`src/rtl/core/plwc_pkg.sv`:
```
package plwc_pkg;

    localparam int COORD_W   = 24;
    localparam int DIFF_W    = COORD_W + 1;
    localparam int ROOT_W    = 25;
    localparam int SQ_W      = 2 * ROOT_W;
    localparam int ACC_W     = 64;
    localparam int TOTAL_W   = 40;
    localparam int DIV_STEPS = ACC_W;
    localparam int STEP_W    = $clog2(DIV_STEPS);

    typedef logic [1:0] mul_sel_t;

    localparam mul_sel_t MUL_DX = 2'd0;
    localparam mul_sel_t MUL_DY = 2'd1;
    localparam mul_sel_t MUL_SX = 2'd2;
    localparam mul_sel_t MUL_SY = 2'd3;

    typedef struct packed {
        logic     accept;
        logic     mul_en;
        mul_sel_t mul_sel;
        logic     sq_hold;
        logic     root_start;
        logic     root_step;
        logic     acc_x;
        logic     acc_y;
        logic     div_start;
        logic     div_step;
        logic     out_load;
    } plwc_cmd_t;

    typedef struct packed {
        logic first_vertex;
        logic total_zero;
    } plwc_status_t;

endpackage

```
`src/rtl/core/plwc_ctrl.sv`:
```
module plwc_ctrl (
    input  logic                   clk,
    input  logic                   rst_n,
    input  logic                   s_tvalid,
    input  logic                   s_tlast,
    output logic                   s_tready,
    output logic                   m_tvalid,
    input  logic                   m_tready,
    input  plwc_pkg::plwc_status_t status,
    output plwc_pkg::plwc_cmd_t    cmd
);
    import plwc_pkg::*;

    localparam logic [3:0] ST_IDLE   = 4'd0;
    localparam logic [3:0] ST_MUL_DX = 4'd1;
    localparam logic [3:0] ST_MUL_DY = 4'd2;
    localparam logic [3:0] ST_SQ_SUM = 4'd3;
    localparam logic [3:0] ST_ROOT   = 4'd4;
    localparam logic [3:0] ST_MUL_SX = 4'd5;
    localparam logic [3:0] ST_MUL_SY = 4'd6;
    localparam logic [3:0] ST_ACC_Y  = 4'd7;
    localparam logic [3:0] ST_CHK    = 4'd8;
    localparam logic [3:0] ST_DIV    = 4'd9;
    localparam logic [3:0] ST_FIN    = 4'd10;

    logic [3:0]        state_reg, state_next;
    logic [STEP_W-1:0] cnt_reg, cnt_next;
    logic              last_reg, last_next;
    logic              out_valid_reg, out_valid_next;

    assign s_tready = (state_reg == ST_IDLE);
    assign m_tvalid = out_valid_reg;

    always_comb
    begin
        state_next = state_reg;
        cnt_next   = cnt_reg;
        last_next  = last_reg;
        cmd        = '0;
        unique case (state_reg)
            ST_IDLE:
            begin
                if (s_tvalid)
                begin
                    cmd.accept = 1'b1;
                    last_next  = s_tlast;
                    if (status.first_vertex)
                        state_next = s_tlast ? ST_FIN : ST_IDLE;
                    else
                        state_next = ST_MUL_DX;
                end
            end
            ST_MUL_DX:
            begin
                cmd.mul_en  = 1'b1;
                cmd.mul_sel = MUL_DX;
                state_next  = ST_MUL_DY;
            end
            ST_MUL_DY:
            begin
                cmd.mul_en  = 1'b1;
                cmd.mul_sel = MUL_DY;
                cmd.sq_hold = 1'b1;
                state_next  = ST_SQ_SUM;
            end
            ST_SQ_SUM:
            begin
                cmd.root_start = 1'b1;
                cnt_next       = STEP_W'(ROOT_W - 1);
                state_next     = ST_ROOT;
            end
            ST_ROOT:
            begin
                cmd.root_step = 1'b1;
                if (cnt_reg == '0)
                    state_next = ST_MUL_SX;
                else
                    cnt_next = cnt_reg - 1'b1;
            end
            ST_MUL_SX:
            begin
                cmd.mul_en  = 1'b1;
                cmd.mul_sel = MUL_SX;
                state_next  = ST_MUL_SY;
            end
            ST_MUL_SY:
            begin
                cmd.mul_en  = 1'b1;
                cmd.mul_sel = MUL_SY;
                cmd.acc_x   = 1'b1;
                state_next  = ST_ACC_Y;
            end
            ST_ACC_Y:
            begin
                cmd.acc_y  = 1'b1;
                state_next = last_reg ? ST_CHK : ST_IDLE;
            end
            ST_CHK:
            begin
                if (status.total_zero)
                    state_next = ST_FIN;
                else
                begin
                    cmd.div_start = 1'b1;
                    cnt_next      = STEP_W'(DIV_STEPS - 1);
                    state_next    = ST_DIV;
                end
            end
            ST_DIV:
            begin
                cmd.div_step = 1'b1;
                if (cnt_reg == '0)
                    state_next = ST_FIN;
                else
                    cnt_next = cnt_reg - 1'b1;
            end
            ST_FIN:
            begin
                // wait for the output register to free up
                if (!out_valid_reg || m_tready)
                begin
                    cmd.out_load = 1'b1;
                    state_next   = ST_IDLE;
                end
            end
            default:
            begin
                state_next = ST_IDLE;
            end
        endcase
    end

    always_comb
    begin
        if (cmd.out_load)
            out_valid_next = 1'b1;
        else if (m_tready)
            out_valid_next = 1'b0;
        else
            out_valid_next = out_valid_reg;
    end

    always_ff @(posedge clk or negedge rst_n)
    begin
        if (!rst_n)
        begin
            state_reg     <= ST_IDLE;
            cnt_reg       <= '0;
            last_reg      <= 1'b0;
            out_valid_reg <= 1'b0;
        end
        else
        begin
            state_reg     <= state_next;
            cnt_reg       <= cnt_next;
            last_reg      <= last_next;
            out_valid_reg <= out_valid_next;
        end
    end

`ifndef ASSERT_OFF
    a_load_free: assert property (@(posedge clk) disable iff (!rst_n)
        cmd.out_load |-> (!out_valid_reg || m_tready))
        else $error("result loaded over a pending beat");

    a_root_cnt: assert property (@(posedge clk) disable iff (!rst_n)
        (state_reg == ST_ROOT) |-> (cnt_reg <= STEP_W'(ROOT_W - 1)))
        else $error("root step count out of range");

    a_single_vertex: assert property (@(posedge clk) disable iff (!rst_n)
        (state_reg == ST_IDLE && s_tvalid && s_tlast && status.first_vertex)
        |=> (state_reg == ST_FIN))
        else $error("single vertex polyline did not go to finish");

    a_div_nonzero: assert property (@(posedge clk) disable iff (!rst_n)
        cmd.div_start |-> !status.total_zero)
        else $error("division started with zero length");
`endif

endmodule

```
`src/rtl/core/plwc_datapath.sv`:
```
module plwc_datapath #(
    parameter int MAX_POINTS = 4096
) (
    input  logic                                  clk,
    input  logic                                  rst_n,
    input  plwc_pkg::plwc_cmd_t                   cmd,
    input  logic signed [plwc_pkg::COORD_W-1:0]   in_x,
    input  logic signed [plwc_pkg::COORD_W-1:0]   in_y,
    output plwc_pkg::plwc_status_t                status,
    output logic signed [plwc_pkg::COORD_W-1:0]   out_x,
    output logic signed [plwc_pkg::COORD_W-1:0]   out_y,
    output logic                                  out_flag
);
    import plwc_pkg::*;

    localparam int CNT_W  = $clog2(MAX_POINTS + 1);
    localparam int MUL_W  = DIFF_W + 1;
    localparam int PROD_W = 2 * MUL_W;
    localparam int REM_W  = ROOT_W + 2;
    localparam int TRY_W  = REM_W + 2;
    localparam int DEN_W  = TOTAL_W + 1;

    logic signed [COORD_W-1:0] prev_x_reg, prev_y_reg, first_x_reg, first_y_reg;
    logic signed [DIFF_W-1:0]  dx_reg, dy_reg, sx_reg, sy_reg;
    logic [CNT_W-1:0]          cnt_reg;
    logic signed [PROD_W-1:0]  prod_reg;
    logic [SQ_W-1:0]           sq_reg, rad_reg;
    logic [REM_W-1:0]          rem_reg;
    logic [ROOT_W-1:0]         root_reg;
    logic signed [ACC_W-1:0]   wsum_reg [2];
    logic [TOTAL_W-1:0]        total_reg;
    logic [DEN_W-1:0]          den_reg;
    logic signed [COORD_W-1:0] out_x_reg, out_y_reg;
    logic                      out_flag_reg;

    logic signed [MUL_W-1:0]   mul_a, mul_b;
    logic signed [PROD_W-1:0]  mul_p;
    logic [TRY_W-1:0]          root_try, root_cand;
    logic                      root_ge;
    logic signed [ACC_W-1:0]   prod_ext;
    logic [TOTAL_W:0]          total_sum;
    logic [ACC_W-1:0]          quo [2];
    logic                      neg [2];

    function automatic logic signed [ACC_W-1:0] sat_add(
        input logic signed [ACC_W-1:0] a,
        input logic signed [ACC_W-1:0] p
    );
        logic [ACC_W:0] s;
        s = {a[ACC_W-1], a} + {p[ACC_W-1], p};
        if (s[ACC_W] != s[ACC_W-1])
            return s[ACC_W] ? {1'b1, {(ACC_W-1){1'b0}}} : {1'b0, {(ACC_W-1){1'b1}}};
        return s[ACC_W-1:0];
    endfunction

    // quotient magnitude to signed coordinate, clamped to the coordinate range
    function automatic logic [COORD_W-1:0] coord_result(
        input logic [ACC_W-1:0] q,
        input logic             n
    );
        logic [COORD_W-1:0] lo;
        lo = q[COORD_W-1:0];
        if (q[ACC_W-1:COORD_W-1] != '0)
            return n ? {1'b1, {(COORD_W-1){1'b0}}} : {1'b0, {(COORD_W-1){1'b1}}};
        return n ? (~lo + 1'b1) : lo;
    endfunction

    assign status.first_vertex = (cnt_reg == '0);
    assign status.total_zero   = (total_reg == '0);
    assign out_x    = out_x_reg;
    assign out_y    = out_y_reg;
    assign out_flag = out_flag_reg;

    always_comb
    begin
        case (cmd.mul_sel)
            MUL_DX:
            begin
                mul_a = {dx_reg[DIFF_W-1], dx_reg};
                mul_b = {dx_reg[DIFF_W-1], dx_reg};
            end
            MUL_DY:
            begin
                mul_a = {dy_reg[DIFF_W-1], dy_reg};
                mul_b = {dy_reg[DIFF_W-1], dy_reg};
            end
            MUL_SX:
            begin
                mul_a = {sx_reg[DIFF_W-1], sx_reg};
                mul_b = signed'({{(MUL_W-ROOT_W){1'b0}}, root_reg});
            end
            default:
            begin
                mul_a = {sy_reg[DIFF_W-1], sy_reg};
                mul_b = signed'({{(MUL_W-ROOT_W){1'b0}}, root_reg});
            end
        endcase
    end

    assign mul_p = mul_a * mul_b;

    // one result bit per step: try (4*root + 1) against the shifted remainder
    assign root_try  = {rem_reg, rad_reg[SQ_W-1 -: 2]};
    assign root_cand = {{(TRY_W-ROOT_W-2){1'b0}}, root_reg, 2'b01};
    assign root_ge   = (root_try >= root_cand);

    assign prod_ext  = {{(ACC_W-PROD_W){prod_reg[PROD_W-1]}}, prod_reg};
    assign total_sum = {1'b0, total_reg} + {{(TOTAL_W+1-ROOT_W){1'b0}}, root_reg};

    for (genvar l = 0; l < 2; l++)
    begin : g_lane
        logic [ACC_W-1:0] num_reg, quo_reg, mag;
        logic [DEN_W-1:0] drem_reg;
        logic             neg_reg;
        logic [DEN_W:0]   try_v;
        logic             ge;

        assign mag   = wsum_reg[l][ACC_W-1] ? (~wsum_reg[l] + 1'b1) : wsum_reg[l];
        assign try_v = {drem_reg, num_reg[ACC_W-1]};
        assign ge    = (try_v >= {1'b0, den_reg});

        always_ff @(posedge clk)
        begin
            if (cmd.div_start)
            begin
                neg_reg  <= wsum_reg[l][ACC_W-1];
                // rounding: add half the divisor before dividing
                num_reg  <= mag + {{(ACC_W-TOTAL_W){1'b0}}, total_reg};
                drem_reg <= '0;
                quo_reg  <= '0;
            end
            else if (cmd.div_step)
            begin
                num_reg  <= num_reg << 1;
                drem_reg <= ge ? DEN_W'(try_v - {1'b0, den_reg}) : try_v[DEN_W-1:0];
                quo_reg  <= {quo_reg[ACC_W-2:0], ge};
            end
        end

        assign quo[l] = quo_reg;
        assign neg[l] = neg_reg;
    end

    always_ff @(posedge clk)
    begin
        if (cmd.accept)
        begin
            prev_x_reg <= in_x;
            prev_y_reg <= in_y;
            dx_reg     <= {in_x[COORD_W-1], in_x} - {prev_x_reg[COORD_W-1], prev_x_reg};
            dy_reg     <= {in_y[COORD_W-1], in_y} - {prev_y_reg[COORD_W-1], prev_y_reg};
            sx_reg     <= {in_x[COORD_W-1], in_x} + {prev_x_reg[COORD_W-1], prev_x_reg};
            sy_reg     <= {in_y[COORD_W-1], in_y} + {prev_y_reg[COORD_W-1], prev_y_reg};
            if (cnt_reg == '0)
            begin
                first_x_reg <= in_x;
                first_y_reg <= in_y;
            end
        end
        if (cmd.mul_en)
            prod_reg <= mul_p;
        if (cmd.sq_hold)
            sq_reg <= prod_reg[SQ_W-1:0];
        if (cmd.root_start)
        begin
            rad_reg  <= sq_reg + prod_reg[SQ_W-1:0];
            rem_reg  <= '0;
            root_reg <= '0;
        end
        else if (cmd.root_step)
        begin
            rad_reg  <= rad_reg << 2;
            rem_reg  <= root_ge ? REM_W'(root_try - root_cand) : root_try[REM_W-1:0];
            root_reg <= {root_reg[ROOT_W-2:0], root_ge};
        end
        if (cmd.div_start)
            den_reg <= {total_reg, 1'b0};
        if (cmd.out_load)
        begin
            if (total_reg == '0)
            begin
                out_x_reg    <= first_x_reg;
                out_y_reg    <= first_y_reg;
                out_flag_reg <= 1'b1;
            end
            else
            begin
                out_x_reg    <= coord_result(quo[0], neg[0]);
                out_y_reg    <= coord_result(quo[1], neg[1]);
                out_flag_reg <= 1'b0;
            end
        end
    end

    always_ff @(posedge clk or negedge rst_n)
    begin
        if (!rst_n)
        begin
            cnt_reg     <= '0;
            wsum_reg[0] <= '0;
            wsum_reg[1] <= '0;
            total_reg   <= '0;
        end
        else if (cmd.out_load)
        begin
            cnt_reg     <= '0;
            wsum_reg[0] <= '0;
            wsum_reg[1] <= '0;
            total_reg   <= '0;
        end
        else
        begin
            if (cmd.accept && cnt_reg != CNT_W'(MAX_POINTS))
                cnt_reg <= cnt_reg + 1'b1;
            if (cmd.acc_x)
            begin
                wsum_reg[0] <= sat_add(wsum_reg[0], prod_ext);
                total_reg   <= total_sum[TOTAL_W] ? '1 : total_sum[TOTAL_W-1:0];
            end
            if (cmd.acc_y)
                wsum_reg[1] <= sat_add(wsum_reg[1], prod_ext);
        end
    end

endmodule

```
`src/rtl/core/polyline_length_weighted_centroid_unit.sv`:
```
// A vertex after the first holds s_axis_tready low through accept, squares, their sum,
// 25 square root steps, products and sums; a first vertex that is not last is only
// accepted. Output valid follows the last vertex after a check state and 64 divide
// steps; the divide is skipped with no length, and a lone vertex goes straight to the
// final state, where a result still waiting in the output register holds the next.
// Reset (rst_n, async, active low) clears the controller, the vertex count and the sums.
module polyline_length_weighted_centroid_unit #(
    parameter int MAX_POINTS = 4096
) (
    input  logic        clk,
    input  logic        rst_n,
    input  logic        s_axis_tvalid,
    output logic        s_axis_tready,
    input  logic [47:0] s_axis_tdata,   // point_x[23:0], point_y[47:24]
    input  logic        s_axis_tlast,   // last_point
    output logic        m_axis_tvalid,
    input  logic        m_axis_tready,
    output logic [47:0] m_axis_tdata,   // center_x[23:0], center_y[47:24]
    output logic        m_axis_tuser    // fell_back_first
);
    import plwc_pkg::*;

    plwc_cmd_t                 cmd;
    plwc_status_t              status;
    logic signed [COORD_W-1:0] cx, cy;

    plwc_ctrl u_ctrl (
        .clk      (clk),
        .rst_n    (rst_n),
        .s_tvalid (s_axis_tvalid),
        .s_tlast  (s_axis_tlast),
        .s_tready (s_axis_tready),
        .m_tvalid (m_axis_tvalid),
        .m_tready (m_axis_tready),
        .status   (status),
        .cmd      (cmd)
    );

    plwc_datapath #(
        .MAX_POINTS (MAX_POINTS)
    ) u_datapath (
        .clk      (clk),
        .rst_n    (rst_n),
        .cmd      (cmd),
        .in_x     (s_axis_tdata[COORD_W-1:0]),
        .in_y     (s_axis_tdata[2*COORD_W-1:COORD_W]),
        .status   (status),
        .out_x    (cx),
        .out_y    (cy),
        .out_flag (m_axis_tuser)
    );

    assign m_axis_tdata = {cy, cx};

endmodule

```
`config.mk`:
```
export PLATFORM = sky130hd
export DESIGN_NAME = polyline_length_weighted_centroid_unit
export DESIGN_NICKNAME = d
export VERILOG_FILES = /design/src/rtl/core/plwc_pkg.sv /design/src/rtl/core/plwc_ctrl.sv /design/src/rtl/core/plwc_datapath.sv /design/src/rtl/core/polyline_length_weighted_centroid_unit.sv
export SDC_FILE = /design/constraint.sdc
export NUM_CORES = 2
export LEC_CHECK = 0
export ABC_AREA = 1
export BUFFER_PORTS_ARGS = -buffer_cell sky130_fd_sc_hd__buf_2
export CAP_MARGIN = 30
export CORE_MARGIN = 4
export CORE_UTILIZATION = 60
export CTS_CLUSTER_DIAMETER = 120
export DETAILED_ROUTE_END_ITERATION = 16
export GPL_TIMING_DRIVEN = 0
export PLACE_DENSITY = 0.76
export REMOVE_ABC_BUFFERS = 1
export SLEW_MARGIN = 30
export SYNTH_ARGS = -nofsm -noshare
export SYNTH_HDL_FRONTEND = slang
export SYNTH_SLANG_ARGS = --single-unit
```
`constraint.sdc`:
```
create_clock -name clk -period 23.9 [get_ports clk]
set_clock_uncertainty 0.1 [all_clocks]
set_input_delay 4.78 -clock clk [delete_from_list [all_inputs] [get_ports clk]]
set_output_delay 4.78 -clock clk [all_outputs]
set_load 0.02 [all_outputs]
```
==> insert_results.sql <==
INSERT INTO impl_metrics (metric_group, metric, value, unit) VALUES
('min_path', 'holdPathStages', '2', ''),
('job', 'max_capacitance_violation_count', '0', ''),
('cts', 'cts.root.buffer_cell', 'sky130_fd_sc_hd__clkbuf_16', ''),
('setup_path', 'timing.critical_path.fanout_max', '26', ''),
('setup_path', 'timing.critical_path.buf_inv', '8', ''),
('setup_path', 'cp_common_cell', 'sky130_fd_sc_hd__fa_1', ''),
('route', 'routed_wl', '329300', 'um'),
('route', 'wire_per_inst', '21.54', 'um'),
('setup_path', 'r2r.worst_path.cells', '30', ''),
('timing', 'final-setup-viol-count', '0', ''),
('placement', 'hpwl', '263300', 'um'),
('die', 'initial_utilization', '60.44', '%'),
('min_path', 'origin_of_the_worst_min_delay_path', 'u_datapath.rem_reg[4]', ''),
('global_route', 'grt_use_total', '38.47', '%'),
('placement', 'io_buffers', '103', ''),
('synth', 'synth_adder_area_share', '22.47', '%'),
('timing', 'hold_viol', '0', ''),
('synth', 'yosys_most_used_dff', 'sky130_fd_sc_hd__edfxtp_1', ''),
('final_layout', 'utilization', '65.18', '%'),
('cts', 'cts_num_sinks', '1020', ''),
('setup_path', 'cp.arrival', '11390', 'ps'),
('final_layout', 'fillers', '14272', ''),
('min_path', 'hold_path_end', 'u_datapath.rem_reg[6]', ''),
('final_layout', 'layout.cells.most_common_list', '2861 x sky130_fd_sc_hd__nand2_1, 2039 x sky130_fd_sc_hd__inv_1, 1481 x sky130_fd_sc_hd__nor2_1', ''),
('setup_path', 'worst-setup-path-type', 'flop to flop', ''),
('final_layout', 'drive_gt1_share', '4.822', '%'),
('setup_path', 'critical_path.startpoint_type', 'flop', ''),
('synth', 'synth-compound-area-share', '13.19', '%'),
('setup_path', 'crit_path_top_delay_cell', 'sky130_fd_sc_hd__fa_1', ''),
('timing', 'post-route-period-util', '45.90', '%'),
('synth', 'async_reset_ff_share', '18.92', '%'),
('synth', 'post_synth_and_or_nand_nor_area_fraction', '22.89', '%'),
('route', 'vias', '90520', ''),
('die', 'io_pins', '104', ''),
('placement', 'weighted_congestion_reported_at_the_end_of_routability_driven_placement', '1.032', ''),
('setup_path', 'rrSetupSlack', '12930', 'ps'),
('synth', 'post_synth_mux_area_share', '0', '%'),
('route', 'route.detailed.drc', '0', ''),
('synth', 'synth_area_per_cell', '7.543', 'um2'),
('cts', 'cts_tree', 'done', ''),
('final_layout', 'syn2layout_area_growth', '7.853', '%'),
('synth', 'synth_edf_count', '565', ''),
('synth', 'mappedNetlistArea', '98480', 'um2'),
('setup_path', 'rr_endpoint', 'u_datapath.prod_reg[48]', ''),
('timing', 'tightest_slew', '1121', 'ps'),
('synth', 'synth-seq-cells', '1020', ''),
('synth', 'combinational_family_with_the_most_area_after_synthesis', 'simple AND/OR/NAND/NOR gates', ''),
('synth', 'yosysUniqueCellTypes', '73', ''),
('global_route', 'antenna_found_initial', '11', ''),
('route', 'detailedRoute.firstPassIterationCount', '6', ''),
('synth', 'post_synth_xor_area_fraction', '4.500', '%'),
('route', 'drt-vias-per-instance', '5.921', ''),
('cts', 'cts_post_setup_buffers_inserted', '0', ''),
('die', 'std_cell_rows', '148', ''),
('synth', 'syn_inst', '13057', ''),
('global_route', 'grt_remaining_overflow', '0', ''),
('global_route', 'grt_max_degree', '126', ''),
('die', 'placeableCoreArea', '163000', 'um2'),
('run_status', 'outcome', 'completed', ''),
('setup_path', 'rr_startpoint', 'u_ctrl.state_reg[3]', ''),
('timing', 'maxSlewViolCount', '0', ''),
('cts', 'worst_skew_pair.late_latency', '810', 'ps'),
('route', 'ant_nets', '0', ''),
('min_path', 'min_path_type', 'flop to flop', ''),
('final_layout', 'mostFrequentLayoutCell', 'sky130_fd_sc_hd__nand2_1', ''),
('cts', 'clkTransAtPathRegs', '70', 'ps'),
('cts', 'cts_made_buffers', '115', ''),
('cts', 'clk_path_buf_depth', '3', ''),
('global_route', 'grt_pass1_vias', '88895', ''),
('synth', 'proportion_of_synthesized_chip_area_in_sequential_cells', '27.46', '%'),
('timing', 'period_needed', '10970', 'ps');
## synth_stat cells, types with 7 or more instances
| master | count | area [um2] |
|---|---|---|
| sky130_fd_sc_hd__nor2_4 | 14 | 157.7 |
| sky130_fd_sc_hd__nand2_2 | 26 | 162.7 |
| sky130_fd_sc_hd__o21bai_1 | 64 | 480.5 |
| sky130_fd_sc_hd__a31oi_1 | 140 | 875.8 |
| sky130_fd_sc_hd__o22ai_1 | 167 | 1045 |
| sky130_fd_sc_hd__nor3_1 | 100 | 500.5 |
| sky130_fd_sc_hd__nand3_1 | 616 | 3083 |
| sky130_fd_sc_hd__nand4_1 | 102 | 638.1 |
| sky130_fd_sc_hd__buf_6 | 7 | 78.83 |
| sky130_fd_sc_hd__o21ai_2 | 9 | 78.83 |
| sky130_fd_sc_hd__xnor2_1 | 170 | 1489 |
| sky130_fd_sc_hd__inv_2 | 29 | 108.9 |
| sky130_fd_sc_hd__o21ai_1 | 103 | 515.5 |
| sky130_fd_sc_hd__clkbuf_1 | 202 | 758.2 |
| sky130_fd_sc_hd__and3_1 | 13 | 81.33 |
| sky130_fd_sc_hd__a21boi_0 | 33 | 247.7 |
| sky130_fd_sc_hd__o221ai_1 | 11 | 96.34 |
| sky130_fd_sc_hd__buf_2 | 130 | 650.6 |
| sky130_fd_sc_hd__nor2_1 | 1502 | 5638 |
| sky130_fd_sc_hd__o21ai_0 | 682 | 3413 |
| sky130_fd_sc_hd__o31ai_1 | 21 | 157.7 |
| sky130_fd_sc_hd__edfxtp_1 | 565 | 16970 |
| sky130_fd_sc_hd__dfrtp_1 | 193 | 4830 |
| sky130_fd_sc_hd__ha_1 | 641 | 8020 |
| sky130_fd_sc_hd__o211ai_1 | 54 | 405.4 |
| sky130_fd_sc_hd__nor2_2 | 39 | 244.0 |
| sky130_fd_sc_hd__nand3b_1 | 37 | 277.8 |
| sky130_fd_sc_hd__a21o_1 | 71 | 533.0 |
| sky130_fd_sc_hd__nor4_1 | 72 | 450.4 |
| sky130_fd_sc_hd__dfxtp_1 | 262 | 5245 |
| sky130_fd_sc_hd__o21a_1 | 46 | 345.3 |
| sky130_fd_sc_hd__a21oi_1 | 816 | 4084 |
| sky130_fd_sc_hd__nand2_1 | 2861 | 10740 |
| sky130_fd_sc_hd__buf_1 | 12 | 45.04 |
| sky130_fd_sc_hd__inv_1 | 2045 | 7676 |
| sky130_fd_sc_hd__or2_2 | 55 | 344.1 |
| sky130_fd_sc_hd__nand3_2 | 10 | 100.1 |
| sky130_fd_sc_hd__xor2_1 | 331 | 2899 |
| sky130_fd_sc_hd__a221oi_1 | 8 | 70.07 |
| sky130_fd_sc_hd__fa_1 | 705 | 14110 |
| sky130_fd_sc_hd__a211oi_1 | 12 | 90.09 |
| sky130_fd_sc_hd__a211o_1 | 23 | 201.4 |
## per-stage QoR
step	setup WS, ps	hold slack [ps]	instances	area (um2)
5_1_grt	12480	368.7	15282	106200
3_5_place_dp	13020	361.2	15061	102200
3_3_place_gp	5813	342.8	14982	100200
6_report	12930	357.0	15287	106200
2_1_floorplan	12490	328.6	12704	96940
4_1_cts	12970	346.7	15281	106200
## metal layers
metal / track usage (%) / vias to the layer above / part of all wire, %
met5: 0 / - / 0.030
met4: 20.71 / 14 / 6.4
met3: 7.121 / 954 / 9.4
met2: 59.99 / 4226 / 44
met1: 50.99 / 43045 / 40
li1: - / 42281 / -
## worst max path at each step
stage,from,end,slack (ps),cells past startpoint
6_report,u_ctrl.state_reg[3],u_datapath.prod_reg[48],12930,30
5_1_grt,u_ctrl.state_reg[3],u_datapath.prod_reg[48],12480,30
4_1_cts,u_ctrl.state_reg[3],u_datapath.prod_reg[48],12970,30
3_5_place_dp,u_ctrl.state_reg[3],u_datapath.prod_reg[48],13020,30
3_3_place_gp,u_ctrl.state_reg[3],u_datapath.prod_reg[46],5810,30
2_1_floorplan,u_ctrl.state_reg[3],u_datapath.prod_reg[49],12490,29
## logic make-up (layout without fill, tap and decap cells)
family	Yosys count	in the layout
adder cells (fa/ha/maj)	1346	1346
other	0	5
AO/OA/AOI/OAI	2297	2297
XOR/XNOR	503	503
AND/OR/NAND/NOR	5461	5461
flip-flops	1020	1020
buffers and inverters	2430	2480
## layout make-up
cell class / instances / area, um2 / share of cell area, %
tap: 2175 / 2721 / 2.562
inverter: 2077 / 7833 / 7.374
multi-input combinational: 9607 / 62420 / 58.77
clock buffer: 158 / 3277 / 3.085
timing repair buffer: 183 / 2232 / 2.101
clock inverter: 62 / 670.6 / 0.6314
sequential: 1020 / 27050 / 25.46
antenna: 5 / 12.51 / 0.01178
## worst register-to-register path: cells and delay by family, from the launching register on
kind,cells,cell delay (ps)
adder cells (fa/ha/maj),8,4450
AO/OA/AOI/OAI,8,2240
buffers and inverters,8,1920
AND/OR/NAND/NOR,5,1260
flip-flops,1,530
XOR/XNOR,1,190
Power is not shown: default switching activity piles up to over one toggle a cycle in this logic, so the estimate is an artifact.
